===== config.mk =====
export PLATFORM = sky130hd
export DESIGN_NAME = block_allocation_bitmap_top_flat
export DESIGN_NICKNAME = d
export VERILOG_FILES = /design/src/bab_pkg.sv /design/src/bab_ifs.sv /design/src/bab_ram.sv /design/src/bab_word_eval.sv /design/src/block_allocation_bitmap_top.sv /design/src/flat_wrapper.sv
export SDC_FILE = /design/constraint.sdc
export NUM_CORES = 2
export LEC_CHECK = 0
export BUFFER_PORTS_ARGS = -buffer_cell sky130_fd_sc_hd__buf_2
export CORE_MARGIN = 5
export CORE_UTILIZATION = 30
export CTS_CLUSTER_DIAMETER = 120
export DETAILED_ROUTE_END_ITERATION = 12
export GPL_TIMING_DRIVEN = 0
export PLACE_DENSITY_LB_ADDON = 0.1
export RECOVER_POWER = 100
export SYNTH_ARGS = -nofsm -noshare
export SYNTH_HDL_FRONTEND = slang
export SYNTH_SLANG_ARGS = --single-unit

===== constraint.sdc =====
create_clock -name i_clk -period 6.1 [get_ports i_clk]
set_input_delay 0.61 -clock i_clk [delete_from_list [all_inputs] [get_ports i_clk]]
set_output_delay 0.61 -clock i_clk [all_outputs]
set_load 0.01 [all_outputs]

===== src/bab_pkg.sv =====
// Shared constants, command codes and types of the block allocation bitmap.
package bab_pkg;

    localparam int unsigned WORD_W         = 32;
    localparam int unsigned POS_W          = 5;
    localparam int unsigned CNT_W          = 11;
    localparam int unsigned BLK_W          = 10;
    localparam int unsigned CMD_W          = 3;
    localparam int unsigned WIDX_W         = CNT_W - POS_W;
    localparam int unsigned MAX_BLOCKS_DEF = 1024;
    localparam int unsigned CNT_MAX        = (1 << CNT_W) - 1;

    localparam logic [CNT_W-1:0] CFG_RESET = CNT_W'(1024);

    localparam logic [CMD_W-1:0] CMD_FIND_FREE  = 3'd0;
    localparam logic [CMD_W-1:0] CMD_SET        = 3'd1;
    localparam logic [CMD_W-1:0] CMD_CLEAR      = 3'd2;
    localparam logic [CMD_W-1:0] CMD_CHECK_FREE = 3'd3;
    localparam logic [CMD_W-1:0] CMD_CLEAR_ALL  = 3'd4;
    localparam logic [CMD_W-1:0] CMD_COMPACT    = 3'd5;

    // Outcome of examining one bitmap word during a scan.
    typedef struct packed {
        logic             hit;
        logic [POS_W-1:0] pos;
    } t_eval;

endpackage


===== src/bab_ifs.sv =====
// Valid/ready channel interfaces for commands and results.
interface bab_cmd_if;
    logic                             valid;
    logic                             ready;
    logic [bab_pkg::CMD_W-1:0]        cmd;
    logic [bab_pkg::BLK_W-1:0]        block;
    logic [bab_pkg::CNT_W-1:0]        count;
    logic [bab_pkg::CNT_W-1:0]        free_space;

    modport source (output valid, cmd, block, count, free_space, input ready);
    modport sink   (input valid, cmd, block, count, free_space, output ready);
endinterface

interface bab_res_if;
    logic                             valid;
    logic                             ready;
    logic                             found;
    logic [bab_pkg::BLK_W-1:0]        free_index;
    logic                             range_free;

    modport source (output valid, found, free_index, range_free, input ready);
    modport sink   (input valid, found, free_index, range_free, output ready);
endinterface


===== src/bab_ram.sv =====
// Generic single-port-write, single-port-read RAM with a registered read.
module bab_ram #(
    parameter int unsigned WIDTH = 32,
    parameter int unsigned DEPTH = 32,
    parameter int unsigned AW    = 5
) (
    input  logic             i_clk,
    input  logic             i_we,
    input  logic [AW-1:0]    i_waddr,
    input  logic [WIDTH-1:0] i_wdata,
    input  logic             i_re,
    input  logic [AW-1:0]    i_raddr,
    output logic [WIDTH-1:0] o_rdata
);

    logic [WIDTH-1:0] r_mem [DEPTH];
    logic [WIDTH-1:0] r_rdata;

    always_ff @(posedge i_clk) begin
        if (i_we) begin
            r_mem[i_waddr] <= i_wdata;
        end
        if (i_re) begin
            r_rdata <= r_mem[i_raddr];
        end
    end

    assign o_rdata = r_rdata;

endmodule


===== src/bab_word_eval.sv =====
// Examines one bitmap word against a bit range: first free bit or any used bit.
module bab_word_eval (
    input  logic [bab_pkg::WORD_W-1:0] i_word,
    input  logic [bab_pkg::WIDX_W-1:0] i_widx,
    input  logic [bab_pkg::CNT_W-1:0]  i_lo,
    input  logic [bab_pkg::CNT_W-1:0]  i_hi,
    input  logic                       i_is_find,
    output bab_pkg::t_eval             o_eval
);

    logic [bab_pkg::WORD_W-1:0] m_lo;
    logic [bab_pkg::WORD_W-1:0] m_hi;
    logic [bab_pkg::WORD_W-1:0] cand;
    logic [bab_pkg::POS_W-1:0]  pos;

    always_comb begin
        // Only the first and last words of the range are partly covered.
        m_lo = {bab_pkg::WORD_W{1'b1}};
        m_hi = {bab_pkg::WORD_W{1'b1}};
        if (i_widx == i_lo[bab_pkg::CNT_W-1:bab_pkg::POS_W]) begin
            m_lo = {bab_pkg::WORD_W{1'b1}} << i_lo[bab_pkg::POS_W-1:0];
        end
        if (i_widx == i_hi[bab_pkg::CNT_W-1:bab_pkg::POS_W]) begin
            m_hi = {bab_pkg::WORD_W{1'b1}} >>
                   (bab_pkg::POS_W'(bab_pkg::WORD_W - 1) - i_hi[bab_pkg::POS_W-1:0]);
        end
        cand = i_is_find ? (~i_word & m_lo & m_hi) : (i_word & m_lo & m_hi);

        pos = '0;
        for (int i = bab_pkg::WORD_W - 1; i >= 0; i--) begin
            if (cand[i]) begin
                pos = bab_pkg::POS_W'(i);
            end
        end
        o_eval.hit = |cand;
        o_eval.pos = pos;
    end

endmodule


===== src/block_allocation_bitmap_top.sv =====
// Top level of the block allocation bitmap: command decode, word scanner and fill sequencer.
//
// The used/free map lives in one RAM of 32-bit words with a registered read; each
// word has a valid flag in flip-flops, and a word that is not valid reads as all
// free, so reset and clear_all take effect at once with no clearing pass. One
// command is in flight at a time. find_free and check_free read one word per
// cycle. set and clear read, modify and write one word, and compact writes the
// used prefix word by word. A result waits in an output register, and the next
// command is taken from the cycle after the previous result has moved into it.
module block_allocation_bitmap_top #(
    parameter int unsigned MAX_BLOCKS = bab_pkg::MAX_BLOCKS_DEF
) (
    input  logic                      i_clk,
    input  logic                      i_rst_n,
    input  logic                      i_cfg_we,
    input  logic [bab_pkg::CNT_W-1:0] i_cfg_wdata,
    bab_cmd_if.sink                   i_cmd,
    bab_res_if.source                 o_res
);

    // Only blocks below the largest 11-bit count can ever be reached.
    localparam int unsigned CAP       = (MAX_BLOCKS > bab_pkg::CNT_MAX) ?
                                        bab_pkg::CNT_MAX : MAX_BLOCKS;
    localparam int unsigned NUM_WORDS = (CAP + bab_pkg::WORD_W - 1) / bab_pkg::WORD_W;
    localparam int unsigned AW        = (NUM_WORDS > 1) ? $clog2(NUM_WORDS) : 1;
    localparam logic [bab_pkg::CNT_W-1:0] CAP_C = bab_pkg::CNT_W'(CAP);

    localparam int unsigned W  = bab_pkg::WORD_W;
    localparam int unsigned CW = bab_pkg::CNT_W;
    localparam int unsigned PW = bab_pkg::POS_W;
    localparam int unsigned XW = bab_pkg::WIDX_W;
    localparam int unsigned BW = bab_pkg::BLK_W;

    typedef enum logic [5:0] {
        S_IDLE   = 6'b000001,
        S_START  = 6'b000010,
        S_SCAN   = 6'b000100,
        S_RMW_RD = 6'b001000,
        S_RMW_WR = 6'b010000,
        S_FILL   = 6'b100000
    } t_state;

    // Finishing is shared by all commands: a separate flag moves the result out.
    t_state                        r_state, n_state;
    logic                          r_done, n_done;
    logic [CW-1:0]                 r_cfg;
    logic [NUM_WORDS-1:0]          r_wvld, n_wvld;
    logic [bab_pkg::CMD_W-1:0]     r_cmd;
    logic [BW-1:0]                 r_block;
    logic [CW-1:0]                 r_count;
    logic [CW-1:0]                 r_fs;
    logic [CW-1:0]                 r_lo, n_lo;
    logic [CW-1:0]                 r_hi, n_hi;
    logic                          r_is_find, n_is_find;
    logic [XW-1:0]                 r_rd_w, n_rd_w;
    logic                          r_iss_more, n_iss_more;
    logic                          r_pend, n_pend;
    logic [XW-1:0]                 r_pend_w, n_pend_w;
    logic                          r_rd_v, n_rd_v;
    logic [CW-1:0]                 r_len, n_len;
    logic [XW:0]                   r_fill_w, n_fill_w;
    logic [XW:0]                   r_fill_n, n_fill_n;
    logic                          r_found, n_found;
    logic [BW-1:0]                 r_fidx, n_fidx;
    logic                          r_rfree, n_rfree;
    logic                          r_out_vld, n_out_vld;
    logic                          r_o_found;
    logic [BW-1:0]                 r_o_fidx;
    logic                          r_o_rfree;

    logic                          ram_we, ram_re;
    logic [AW-1:0]                 ram_waddr, ram_raddr;
    logic [W-1:0]                  ram_wdata, ram_rdata;
    logic [W-1:0]                  rd_word;
    logic [CW-1:0]                 bc;
    logic [CW:0]                   chk_end;
    logic signed [CW+1:0]          cmp_n;
    logic [XW-1:0]                 blk_w;
    logic [CW-1:0]                 pend_idx;
    logic                          load_out;
    bab_pkg::t_eval                ev;

    assign bc       = (r_cfg > CAP_C) ? CAP_C : r_cfg;
    assign chk_end  = {1'b0, CW'(r_block)} + {1'b0, r_count};
    assign cmp_n    = $signed({2'b00, bc}) - $signed({2'b00, r_fs})
                    + $signed({2'b00, r_count});
    assign blk_w    = XW'(r_block[BW-1:PW]);
    assign rd_word  = r_rd_v ? ram_rdata : '0;
    assign pend_idx = {r_pend_w, ev.pos};
    assign load_out = r_done && (!r_out_vld || o_res.ready);

    bab_ram #(
        .WIDTH (W),
        .DEPTH (NUM_WORDS),
        .AW    (AW)
    ) u_ram (
        .i_clk   (i_clk),
        .i_we    (ram_we),
        .i_waddr (ram_waddr),
        .i_wdata (ram_wdata),
        .i_re    (ram_re),
        .i_raddr (ram_raddr),
        .o_rdata (ram_rdata)
    );

    bab_word_eval u_eval (
        .i_word    (rd_word),
        .i_widx    (r_pend_w),
        .i_lo      (r_lo),
        .i_hi      (r_hi),
        .i_is_find (r_is_find),
        .o_eval    (ev)
    );

    assign i_cmd.ready = (r_state == S_IDLE) && !r_done;

    always_comb begin
        n_state    = r_state;
        n_done     = r_done;
        n_wvld     = r_wvld;
        n_lo       = r_lo;
        n_hi       = r_hi;
        n_is_find  = r_is_find;
        n_rd_w     = r_rd_w;
        n_iss_more = r_iss_more;
        n_pend     = r_pend;
        n_pend_w   = r_pend_w;
        n_rd_v     = r_rd_v;
        n_len      = r_len;
        n_fill_w   = r_fill_w;
        n_fill_n   = r_fill_n;
        n_found    = r_found;
        n_fidx     = r_fidx;
        n_rfree    = r_rfree;
        ram_we     = 1'b0;
        ram_re     = 1'b0;
        ram_waddr  = '0;
        ram_raddr  = '0;
        ram_wdata  = '0;

        if (load_out) begin
            n_done = 1'b0;
        end

        unique case (r_state)
            S_IDLE: begin
                if (i_cmd.valid && i_cmd.ready) begin
                    n_state = S_START;
                end
            end
            S_START: begin
                n_found    = 1'b0;
                n_fidx     = '0;
                n_rfree    = 1'b0;
                n_iss_more = 1'b0;
                n_pend     = 1'b0;
                n_state    = S_IDLE;
                n_done     = 1'b1;
                unique case (r_cmd)
                    bab_pkg::CMD_FIND_FREE: begin
                        if (bc != '0) begin
                            n_lo       = '0;
                            n_hi       = bc - CW'(1);
                            n_rd_w     = '0;
                            n_iss_more = 1'b1;
                            n_is_find  = 1'b1;
                            n_state    = S_SCAN;
                            n_done     = 1'b0;
                        end
                    end
                    bab_pkg::CMD_SET, bab_pkg::CMD_CLEAR: begin
                        if (CW'(r_block) < bc) begin
                            n_state = S_RMW_RD;
                            n_done  = 1'b0;
                        end
                    end
                    bab_pkg::CMD_CHECK_FREE: begin
                        if (chk_end < {1'b0, bc}) begin
                            if (r_count == '0) begin
                                n_rfree = 1'b1;
                            end else begin
                                n_lo       = CW'(r_block) + CW'(1);
                                n_hi       = chk_end[CW-1:0];
                                n_rd_w     = n_lo[CW-1:PW];
                                n_iss_more = 1'b1;
                                n_is_find  = 1'b0;
                                n_state    = S_SCAN;
                                n_done     = 1'b0;
                            end
                        end
                    end
                    bab_pkg::CMD_CLEAR_ALL: begin
                        n_wvld = '0;
                    end
                    bab_pkg::CMD_COMPACT: begin
                        n_wvld = '0;
                        if (cmp_n < 0) begin
                            n_len = '0;
                        end else if (cmp_n > $signed({2'b00, bc})) begin
                            n_len = bc;
                        end else begin
                            n_len = cmp_n[CW-1:0];
                        end
                        n_fill_w = '0;
                        n_fill_n = (XW + 1)'(({1'b0, n_len} + (CW + 1)'(W - 1)) >> PW);
                        n_state  = S_FILL;
                        n_done   = 1'b0;
                    end
                    default: begin
                    end
                endcase
            end
            S_SCAN: begin
                // One word is requested per cycle while the previous one is examined.
                ram_re     = r_iss_more;
                ram_raddr  = r_rd_w[AW-1:0];
                n_rd_w     = r_rd_w + XW'(1);
                n_iss_more = r_iss_more && (r_rd_w != r_hi[CW-1:PW]);
                n_pend     = r_iss_more;
                n_pend_w   = r_rd_w;
                n_rd_v     = r_wvld[r_rd_w[AW-1:0]];
                if (r_pend) begin
                    if (ev.hit) begin
                        n_found    = r_is_find;
                        n_fidx     = r_is_find ? pend_idx[BW-1:0] : '0;
                        n_rfree    = 1'b0;
                        n_iss_more = 1'b0;
                        n_pend     = 1'b0;
                        n_state    = S_IDLE;
                        n_done     = 1'b1;
                    end else if (r_pend_w == r_hi[CW-1:PW]) begin
                        n_rfree    = !r_is_find;
                        n_iss_more = 1'b0;
                        n_pend     = 1'b0;
                        n_state    = S_IDLE;
                        n_done     = 1'b1;
                    end
                end
            end
            S_RMW_RD: begin
                ram_re    = 1'b1;
                ram_raddr = blk_w[AW-1:0];
                n_rd_v    = r_wvld[blk_w[AW-1:0]];
                n_state   = S_RMW_WR;
            end
            S_RMW_WR: begin
                ram_we    = 1'b1;
                ram_waddr = blk_w[AW-1:0];
                ram_wdata = rd_word;
                ram_wdata[r_block[PW-1:0]] = (r_cmd == bab_pkg::CMD_SET);
                n_wvld[blk_w[AW-1:0]] = 1'b1;
                n_state   = S_IDLE;
                n_done    = 1'b1;
            end
            S_FILL: begin
                if (r_fill_w < r_fill_n) begin
                    ram_we    = 1'b1;
                    ram_waddr = r_fill_w[AW-1:0];
                    // Words below the end of the prefix are full; a word that holds its end is partial.
                    if (r_fill_w[XW-1:0] == r_len[CW-1:PW]) begin
                        ram_wdata = ~({W{1'b1}} << r_len[PW-1:0]);
                    end else begin
                        ram_wdata = {W{1'b1}};
                    end
                    n_wvld[r_fill_w[AW-1:0]] = 1'b1;
                    n_fill_w = r_fill_w + (XW + 1)'(1);
                end else begin
                    n_state = S_IDLE;
                    n_done  = 1'b1;
                end
            end
            default: begin
                n_state = S_IDLE;
            end
        endcase
    end

    always_comb begin
        if (load_out) begin
            n_out_vld = 1'b1;
        end else if (o_res.ready) begin
            n_out_vld = 1'b0;
        end else begin
            n_out_vld = r_out_vld;
        end
    end

    always_ff @(posedge i_clk) begin
        if (!i_rst_n) begin
            r_state    <= S_IDLE;
            r_done     <= 1'b0;
            r_cfg      <= bab_pkg::CFG_RESET;
            r_wvld     <= '0;
            r_iss_more <= 1'b0;
            r_pend     <= 1'b0;
            r_out_vld  <= 1'b0;
        end else begin
            r_state    <= n_state;
            r_done     <= n_done;
            r_wvld     <= n_wvld;
            r_iss_more <= n_iss_more;
            r_pend     <= n_pend;
            r_out_vld  <= n_out_vld;
            if (i_cfg_we) begin
                r_cfg <= i_cfg_wdata;
            end
        end
    end

    always_ff @(posedge i_clk) begin
        if (i_cmd.valid && i_cmd.ready) begin
            r_cmd   <= i_cmd.cmd;
            r_block <= i_cmd.block;
            r_count <= i_cmd.count;
            r_fs    <= i_cmd.free_space;
        end
        r_lo      <= n_lo;
        r_hi      <= n_hi;
        r_is_find <= n_is_find;
        r_rd_w    <= n_rd_w;
        r_pend_w  <= n_pend_w;
        r_rd_v    <= n_rd_v;
        r_len     <= n_len;
        r_fill_w  <= n_fill_w;
        r_fill_n  <= n_fill_n;
        r_found   <= n_found;
        r_fidx    <= n_fidx;
        r_rfree   <= n_rfree;
        if (load_out) begin
            r_o_found <= r_found;
            r_o_fidx  <= r_fidx;
            r_o_rfree <= r_rfree;
        end
    end

    assign o_res.valid      = r_out_vld;
    assign o_res.found      = r_o_found;
    assign o_res.free_index = r_o_fidx;
    assign o_res.range_free = r_o_rfree;

endmodule

===== src/flat_wrapper.sv =====
// flat-port wrapper written by rule: the top's interface ports become plain ports
module block_allocation_bitmap_top_flat 
#(
    parameter int unsigned MAX_BLOCKS = bab_pkg::MAX_BLOCKS_DEF
)
  (i_clk, i_rst_n, i_cfg_we, i_cfg_wdata, i_cmd_valid, i_cmd_cmd, i_cmd_block, i_cmd_count, i_cmd_free_space, i_cmd_ready, o_res_valid, o_res_found, o_res_free_index, o_res_range_free, o_res_ready);
  bab_cmd_if i_cmd_i ();
  bab_res_if o_res_i ();
  input  logic i_clk;
  input  logic i_rst_n;
  input  logic i_cfg_we;
  input  logic [bab_pkg::CNT_W-1:0] i_cfg_wdata;
  input wire logic [$bits(i_cmd_i.valid)-1:0] i_cmd_valid;
  input wire logic [$bits(i_cmd_i.cmd)-1:0] i_cmd_cmd;
  input wire logic [$bits(i_cmd_i.block)-1:0] i_cmd_block;
  input wire logic [$bits(i_cmd_i.count)-1:0] i_cmd_count;
  input wire logic [$bits(i_cmd_i.free_space)-1:0] i_cmd_free_space;
  output wire logic [$bits(i_cmd_i.ready)-1:0] i_cmd_ready;
  output wire logic [$bits(o_res_i.valid)-1:0] o_res_valid;
  output wire logic [$bits(o_res_i.found)-1:0] o_res_found;
  output wire logic [$bits(o_res_i.free_index)-1:0] o_res_free_index;
  output wire logic [$bits(o_res_i.range_free)-1:0] o_res_range_free;
  input wire logic [$bits(o_res_i.ready)-1:0] o_res_ready;
  assign i_cmd_i.valid = i_cmd_valid;
  assign i_cmd_i.cmd = i_cmd_cmd;
  assign i_cmd_i.block = i_cmd_block;
  assign i_cmd_i.count = i_cmd_count;
  assign i_cmd_i.free_space = i_cmd_free_space;
  assign i_cmd_ready = i_cmd_i.ready;
  assign o_res_valid = o_res_i.valid;
  assign o_res_found = o_res_i.found;
  assign o_res_free_index = o_res_i.free_index;
  assign o_res_range_free = o_res_i.range_free;
  assign o_res_i.ready = o_res_ready;
  block_allocation_bitmap_top #(.MAX_BLOCKS(MAX_BLOCKS)) u_core (.i_clk(i_clk), .i_rst_n(i_rst_n), .i_cfg_we(i_cfg_we), .i_cfg_wdata(i_cfg_wdata), .i_cmd(i_cmd_i), .o_res(o_res_i));
endmodule

### Word level (Yosys, flattened, before mapping)

Memory sizes are Yosys's and may differ from the RTL's. A register that Yosys moved wholly into a read port is not among the register bits.
Index checks and enable logic that the tools add are counted.

* add/sub/neg operators: 9
* magnitude comparators: 13
* equality and inequality tests: 30
* shift operators: 3
* multiplexer cells: 136
* bitwise operators: 8
* reductions and logical operators: 31

Operator list (count)
* 2-to-1 mux 32 bit: 8
* 2-to-1 mux 5 bit: 33
* AND 32 bit: 4
* 2-to-1 mux 11 bit: 11
* case mux 32 bit (3 select lines): 1
* NOT 32 bit: 2
* bitwise OR 32 bit: 2
* case mux 32 bit (2 select lines): 1
* left shift 32 x 5 -> 32 bit (first input constant): 2
* 2-to-1 mux 6 bit: 9
* case mux 11 bit (2 select lines): 2
* 2-to-1 mux 1 bit: 38
* bitwise mux 32 bit: 1
* OR reduction 32 bit: 1
* right shift 32 x 5 -> 32 bit (first input constant): 1
* 2-to-1 mux 10 bit: 3
* case mux 6 bit (5 select lines): 1
* less-than comparator 5 x 6 -> 1 bit (second input constant): 4
* case mux 6 bit (2 select lines): 2
* case mux 6 bit (4 select lines): 1
* case mux 10 bit (2 select lines): 1
* case mux 5 bit (2 select lines): 2
* equality test 6 bit: 3
* case mux 1 bit (2 select lines): 9
* other kinds (51): 88

* bits in registers: 173
* memory bits (writable): 1024
* input bits: 51
* output and inout port bits: 14
* word-level logic and storage cells: 257
* memories: 1

Memories
* u_core.u_ram.r_mem: depth 32, width 32, rd ports 1, clocked after memory_dff 1, write ports 1, line bab_ram.sv:16 `logic [WIDTH-1:0] r_mem [DEPTH];`

### Logic depth before layout (Yosys ltp)

* depth after elaboration: 41
* depth in mapped cells: 29
* depth with buffers taken out: 28

### Cells and area by module

From an unflattened synthesis, not the netlist that was laid out.

* cell total of the unflattened synthesis: 3810
* area total of the unflattened synthesis: 54599.9 sq um

By module, submodules not included
* bab_ram: times used 1, cells each 2260, area an instance 40807.9 sq um, sequential area each 31710.4 sq um
* block_allocation_bitmap_top: times used 1, cells each 1244, area an instance 11817.6 sq um, sequential area each 4664.5 sq um
* bab_word_eval: times used 1, cells each 306, area an instance 1974.4 sq um, sequential area each 0.0 sq um

### Worst setup path after synthesis

No wires, ideal clock.

* kind: reg-to-reg
* start point: register u_core.r_cfg[10]
* end point: register u_core.r_fill_n[4] (data pin)
* setup time: 0.260 ns
* arrival time: 5.638 ns
* slack: 0.203 ns
* stages on the path, launching flop included: 29
* path through: dfxtp_1 > clkbuf_1 > nor2b_1 > inv_1 > ha_1 > inv_1 > fa_1 > a21o_1 > a21o_1 > a21oi_1 > nor2b_1 > o21ai_0 > nand2_1 > a21oi_1 > o21bai_1 > a21oi_1 > xnor2_1 > ha_1 > xor2_1 > ha_1 > a211o_1 > a221o_1 > nand2_1 > a21boi_0 > o22a_1 > o21ai_0 > nor3_1 > and3b_1 > mux2_2

* word-level cells in the longest chain between the ends: 10

RTL lines
* from (decl): line block_allocation_bitmap_top.sv:46 `logic [CW-1:0] r_cfg;`
* from (signal assigned): line block_allocation_bitmap_top.sv:292 `r_cfg <= bab_pkg::CFG_RESET;`
* from (signal assigned): line block_allocation_bitmap_top.sv:305 `r_cfg <= i_cfg_wdata;`
* greater-than comparator 11 bit: line block_allocation_bitmap_top.sv:83 `assign bc = (r_cfg > CAP_C) ? CAP_C : r_cfg;`
* 2-to-1 mux 11 bit (*): line block_allocation_bitmap_top.sv:83
* subtractor 11 x 11 -> 12 bit: line block_allocation_bitmap_top.sv:85 `assign cmp_n = $signed({2'b00, bc}) - $signed({2'b00, r_fs})`
* adder 12 x 12 -> 13 bit: line block_allocation_bitmap_top.sv:86 `+ $signed({2'b00, r_count});`
* greater-than comparator 13 x 12 -> 1 bit: line block_allocation_bitmap_top.sv:199 `end else if (cmp_n > $signed({2'b00, bc})) begin`
* 2-to-1 mux 11 bit: line block_allocation_bitmap_top.sv:199
* 2-to-1 mux 11 bit (*): line block_allocation_bitmap_top.sv:197 `if (cmp_n < 0) begin`
* 2-to-1 mux 11 bit (*): line block_allocation_bitmap_top.sv:159 `unique case (r_cmd)`
* 2-to-1 mux 11 bit (*): line block_allocation_bitmap_top.sv:145 `unique case (r_state)`
* adder 11 x 5 -> 12 bit (*): line block_allocation_bitmap_top.sv:205 `n_fill_n = (XW + 1)'(({1'b0, n_len} + (CW + 1)'(W - 1)) >> PW);`
* to (signal assigned): line block_allocation_bitmap_top.sv:325 `r_fill_n <= n_fill_n;`
* to (decl): line block_allocation_bitmap_top.sv:62 `logic [XW:0] r_fill_n, n_fill_n;`

Mark *: on every way between the ends. The rest lies on a longest branch, timed or not. The select of a mux whose other input is x is not followed.
A chain may end at the register's enable or synchronous reset.

### Worst setup path after layout

* start point: register u_core.r_block[5]
* end point: register u_core.u_ram.r_rdata[11], in the netlist u_core.u_ram.o_rdata[11] (read register of u_core.u_ram.r_mem) (data pin)

* word-level cells in the longest chain between the ends: 1

RTL lines
* from (decl): line block_allocation_bitmap_top.sv:49 `logic [BW-1:0] r_block;`
* from (signal assigned): line block_allocation_bitmap_top.sv:313 `r_block <= i_cmd.block;`
* case mux 5 bit (2 select lines): line block_allocation_bitmap_top.sv:145
* to (decl): line bab_ram.sv:17 `logic [WIDTH-1:0] r_rdata;`

No other way between the ends.

==> metrics.md <==
| Metric | Value |
|---|---|
| Status | finished with violations |
| Failing checks | capacitance limit, slew limit |
| Area grow syn2layout | 20.00% |
| GRT Util Overall | 0.2096 |
| Fin Setup TNS | 0 ns |
| Gpl congestion | about 0.90 |
| Largest Register | u_core.u_ram.r_mem |
| Die area | 192,500 µm² |
| Crit Path Class | reg2reg |
| DRT Pass-1 Iters | 7 |
| Register bit total from synthesis | about 1,200 |
| Met3 Use GR | 0.02665 |
| Seq/Total Area, Yosys | 0.6595 |
| Starting density of the core | 0.3013 |
| Initial antenna violation count | 18 |
| CTS buffer count | about 150 |
| CP arrival | between 6 and 7 ns |
| Layout Skew | about 0.036 ns |
| WP data required | ~6.7 ns |
| TritonCTS clock tree | built |
| Pwr/cell area | slightly below 300 nW/µm² |
| Logic pwr share | 0.090 |
| Synth unique cells | 85 |
| Hold Path Origin | i_cfg_wdata[10] |
| Switching pwr | between 0.004 and 0.005 W |
| Final setup fails | 0 |
| Synth Flop Type | edfxtp_1 |
| CP endpoint kind | flip-flop |
| Max-cap violations | 2 |
| DP Wirelength | 149,000 µm |
| Setup WS pre-CTS | -1.305 ns |
| Power share of the sequential group | 0.475 |
| Achievable Freq | ~170 MHz |
| Post-synthesis instance area | roughly 55,000 µm² |
| Most crowded layer after global routing | met2 |
| Final hold violation count | 0 |
| Startpoint Class | flip-flop |
| Largest fanout on the critical path | 10 |
| Number of synthesized flops with an enable pin | 1,176 |
| Yosys top cell area share | 0.6402 |
| Fin crit share | 0.9851 |
| Crit path from | u_core.r_block[5] |
| Slew @ Worst Pin | ~1.6 ns |
| Largest net degree at the start of global routing | 33 |
| Max Root-Sink Buffers | 3 |
| Max-slew headroom | -0.07654 |
| Max IR drop VDD | approximately 0.00023 V |
| Max reg flops | approximately 1,000 |
| Switching Share | 0.2498 |
| TritonCTS Sinks | around 1,200 |
| RSZ-0062 raised after global routing | true |
| Largest cells by area after synthesis | edfxtp_1 (64%), a211oi_1 (4.9%), nand2_1 (4.4%), and2_1 (2.9%), a31oi_1 (2.3%) |
| Fin nets | between 4,000 and 5,000 |
| Worst setup path end | u_core.u_ram.o_rdata[11] |
| Design area | between 60,000 and 70,000 µm² |
| Met1 usage | 0.2888 |
| Root Driver | clkbuf_16 |
| Core box area | roughly 180,000 µm² |
| First-pass GRT wire length | roughly 290,000 µm |
| Post-Syn Nets | between 4,000 and 5,000 |
| Core Rows | around 160 |
| Worst-path clk slew | 0.06 ns |
| Launching point of the worst reg2reg path | u_core.r_block[5] |
| Async S/R FF share, synth | 0 |
| Reg2Reg Setup Slack | around 0.091 ns |
| Die span in y | between 400 and 500 µm |
| Post-route DRC | 0 |
| Syn Inst Count | 4,397 |
| Initial DRC Count | ~3,300 |
| FILL cells | 17,980 |
| Yosys top cell by area | edfxtp_1 |
| Die width | ~440 µm |
| DRT antenna net count | 0 |
| Share of cells above drive strength 1 | 0.1104 |
| Via density | 5.258 |
| Count of buffers from port buffering | 64 |
| Gr ovfl total | 0 |
| Clock Latency Late Sink | about 0.80 ns |
| Vias in the first global route | 37,910 |
| Post-route minimum period | around 6 ns |
| Routing usage on met2 | 0.3471 |
| Post-Route WL | about 210,000 µm |
| YS warnings | 0 |
| Syn Area/Cell | 12.54 µm² |
| Htree depth | 4 |
| Vias after detailed routing | a little under 40,000 |
| Routed WL per cell | 28.15 µm |
| Post-DP Area | around 61,000 µm² |
| Reg-to-reg endpoint | u_core.u_ram.o_rdata[11] |
| Reg2reg path depth | 10 |
| Cell Int Power | ~0.015 W |
| Hold Crit Class | in2reg |
| Clk pwr share | 0.435 |
| I/O Pins | 65 |
| Final Slew Violations | 4 |
| Pleak | 19.73 nW |
| Setup WS post-layout | ~0.09 ns |
critical path: stages (launching register included):
cell and delay, ns:
edfxtp_1 0.57, a22o_1 0.34, nand2_1 0.70, clkbuf_1 0.46, clkdlybuf4s15_1 1.09, clkbuf_1 0.49
nand2_1 0.10, a311oi_1 0.33, a21oi_1 0.18, a211oi_1 1.35, a21o_1 0.18
cell type report:
type	instances	area (µm²)	share of cell area
repair buffers	190	2287	0.03456
diodes	8	20.02	0.0003025
plain buffers	320	1239	0.01872
flip-flops and latches	1229	36380	0.5497
clock inverters	88	788.3	0.01191
multi-input cells	2779	18230	0.2754
clock buffers	189	3900	0.05892
well taps	2464	3083	0.04658
inverters	68	262.8	0.003970
per-stage QoR:
stage | hold slack, ns | std cells | utilization | power [W]
global placement | 0.4033 | 6925 | 0.3199 | 0.01102
detailed placement | 0.4045 | 6995 | 0.3317 | 0.01103
finish | 0.07030 | 7335 | 0.3615 | 0.01960
global route | 0.06976 | 7331 | 0.3615 | 0.02032
floorplan | 0.4003 | 4397 | - | 0.01053
CTS | 0.01453 | 7314 | 0.3604 | 0.01972
cell families (layout without fill, tap and decap cells):
kind of cell,count (synthesis),in the layout,share of synthesized area
AND/OR/NAND/NOR,1321,1321,0.1139
flip-flops,1229,1229,0.6595
AO/OA/AOI/OAI,1228,1228,0.1522
buffers and inverters,389,855,0.02681
XOR/XNOR,111,111,0.01763
adder cells (fa/ha/maj),84,84,0.01942
multiplexers,35,35,0.01053
other,0,8,0
power groups by stage:
| stage | clock network (W) | logic [W] | registers [W] |
|---|---|---|---|
| CTS | 0.00873 | 0.00168 | 0.00931 |
| finish | 0.00853 | 0.00176 | 0.00931 |
| floorplan | 0 | 0.00110 | 0.00943 |
| global route | 0.00908 | 0.00193 | 0.00931 |
| detailed placement | 0 | 0.00155 | 0.00948 |
| global placement | 0 | 0.00154 | 0.00949 |
cell usage in the layout (no fill, tap or decap), drive strengths merged, types with 30 or more instances in the layout:
cell and instances:
nand2 644, clkbuf 489, inv 71, xnor2 49, a311oi 129, clkinv 75
and2 274, nor2 159, nor2b 34, a211oi 362, a21oi 233, xor2 62
o21ai 77, a21o 55, dfxtp 53, dlygate4sd3 35, nand3 46, buf 174
o22ai 58, a31oi 201, ha 80, edfxtp 1176, nor3 30
worst min-delay path by stage:
stage,endpoint,slack (ns),cells after the start
floorplan,u_core.o_res.found,0.40,0
global placement,u_core.o_res.free_index[7],0.40,0
detailed placement,u_core.o_res.found,0.40,0
CTS,u_core.r_cfg[10],0.01,3
global route,u_core.r_cfg[7],0.07,3
finish,u_core.r_cfg[10],0.07,3
synthesized netlist by cell type, drive strengths merged (8+ instances only):
| master | count |
|---|---|
| a211oi | 362 |
| a21o | 55 |
| a21oi | 233 |
| a22oi | 9 |
| a311oi | 129 |
| a31oi | 201 |
| and2 | 274 |
| and3 | 11 |
| buf | 33 |
| clkbuf | 288 |
| dfxtp | 53 |
| edfxtp | 1176 |
| ha | 80 |
| inv | 67 |
| mux2i | 13 |
| mux4 | 18 |
| nand2 | 644 |
| nand2b | 22 |
| nand3 | 46 |
| nand3b | 8 |
| nand4 | 23 |
| nor2 | 159 |
| nor2b | 34 |
| nor3 | 30 |
| nor3b | 9 |
| nor4 | 21 |
| o21a | 12 |
| o21ai | 77 |
| o22ai | 58 |
| o31ai | 25 |
| or2 | 17 |
| or3 | 9 |
| xnor2 | 49 |
| xor2 | 62 |
repair_timing:
| item | in CTS | in global routing |
|---|---|---|
| hold buffers | 35 | 0 |
| resized for setup | 40 | 28 |
| endpoints found under the hold margin | 35 | 0 |
| pin swaps | 10 | 14 |
| setup endpoints to repair | 18 | 15 |
| buffers inserted | 7 | 14 |
per-layer routing:
layer | vias up | share of wire
met5 | - | 0
met4 | 0 | 0.030
met3 | 253 | 0.052
met2 | 1193 | 0.47
met1 | 19570 | 0.44
li1 | 17550 | -
(Power assumes the default switching activity.)
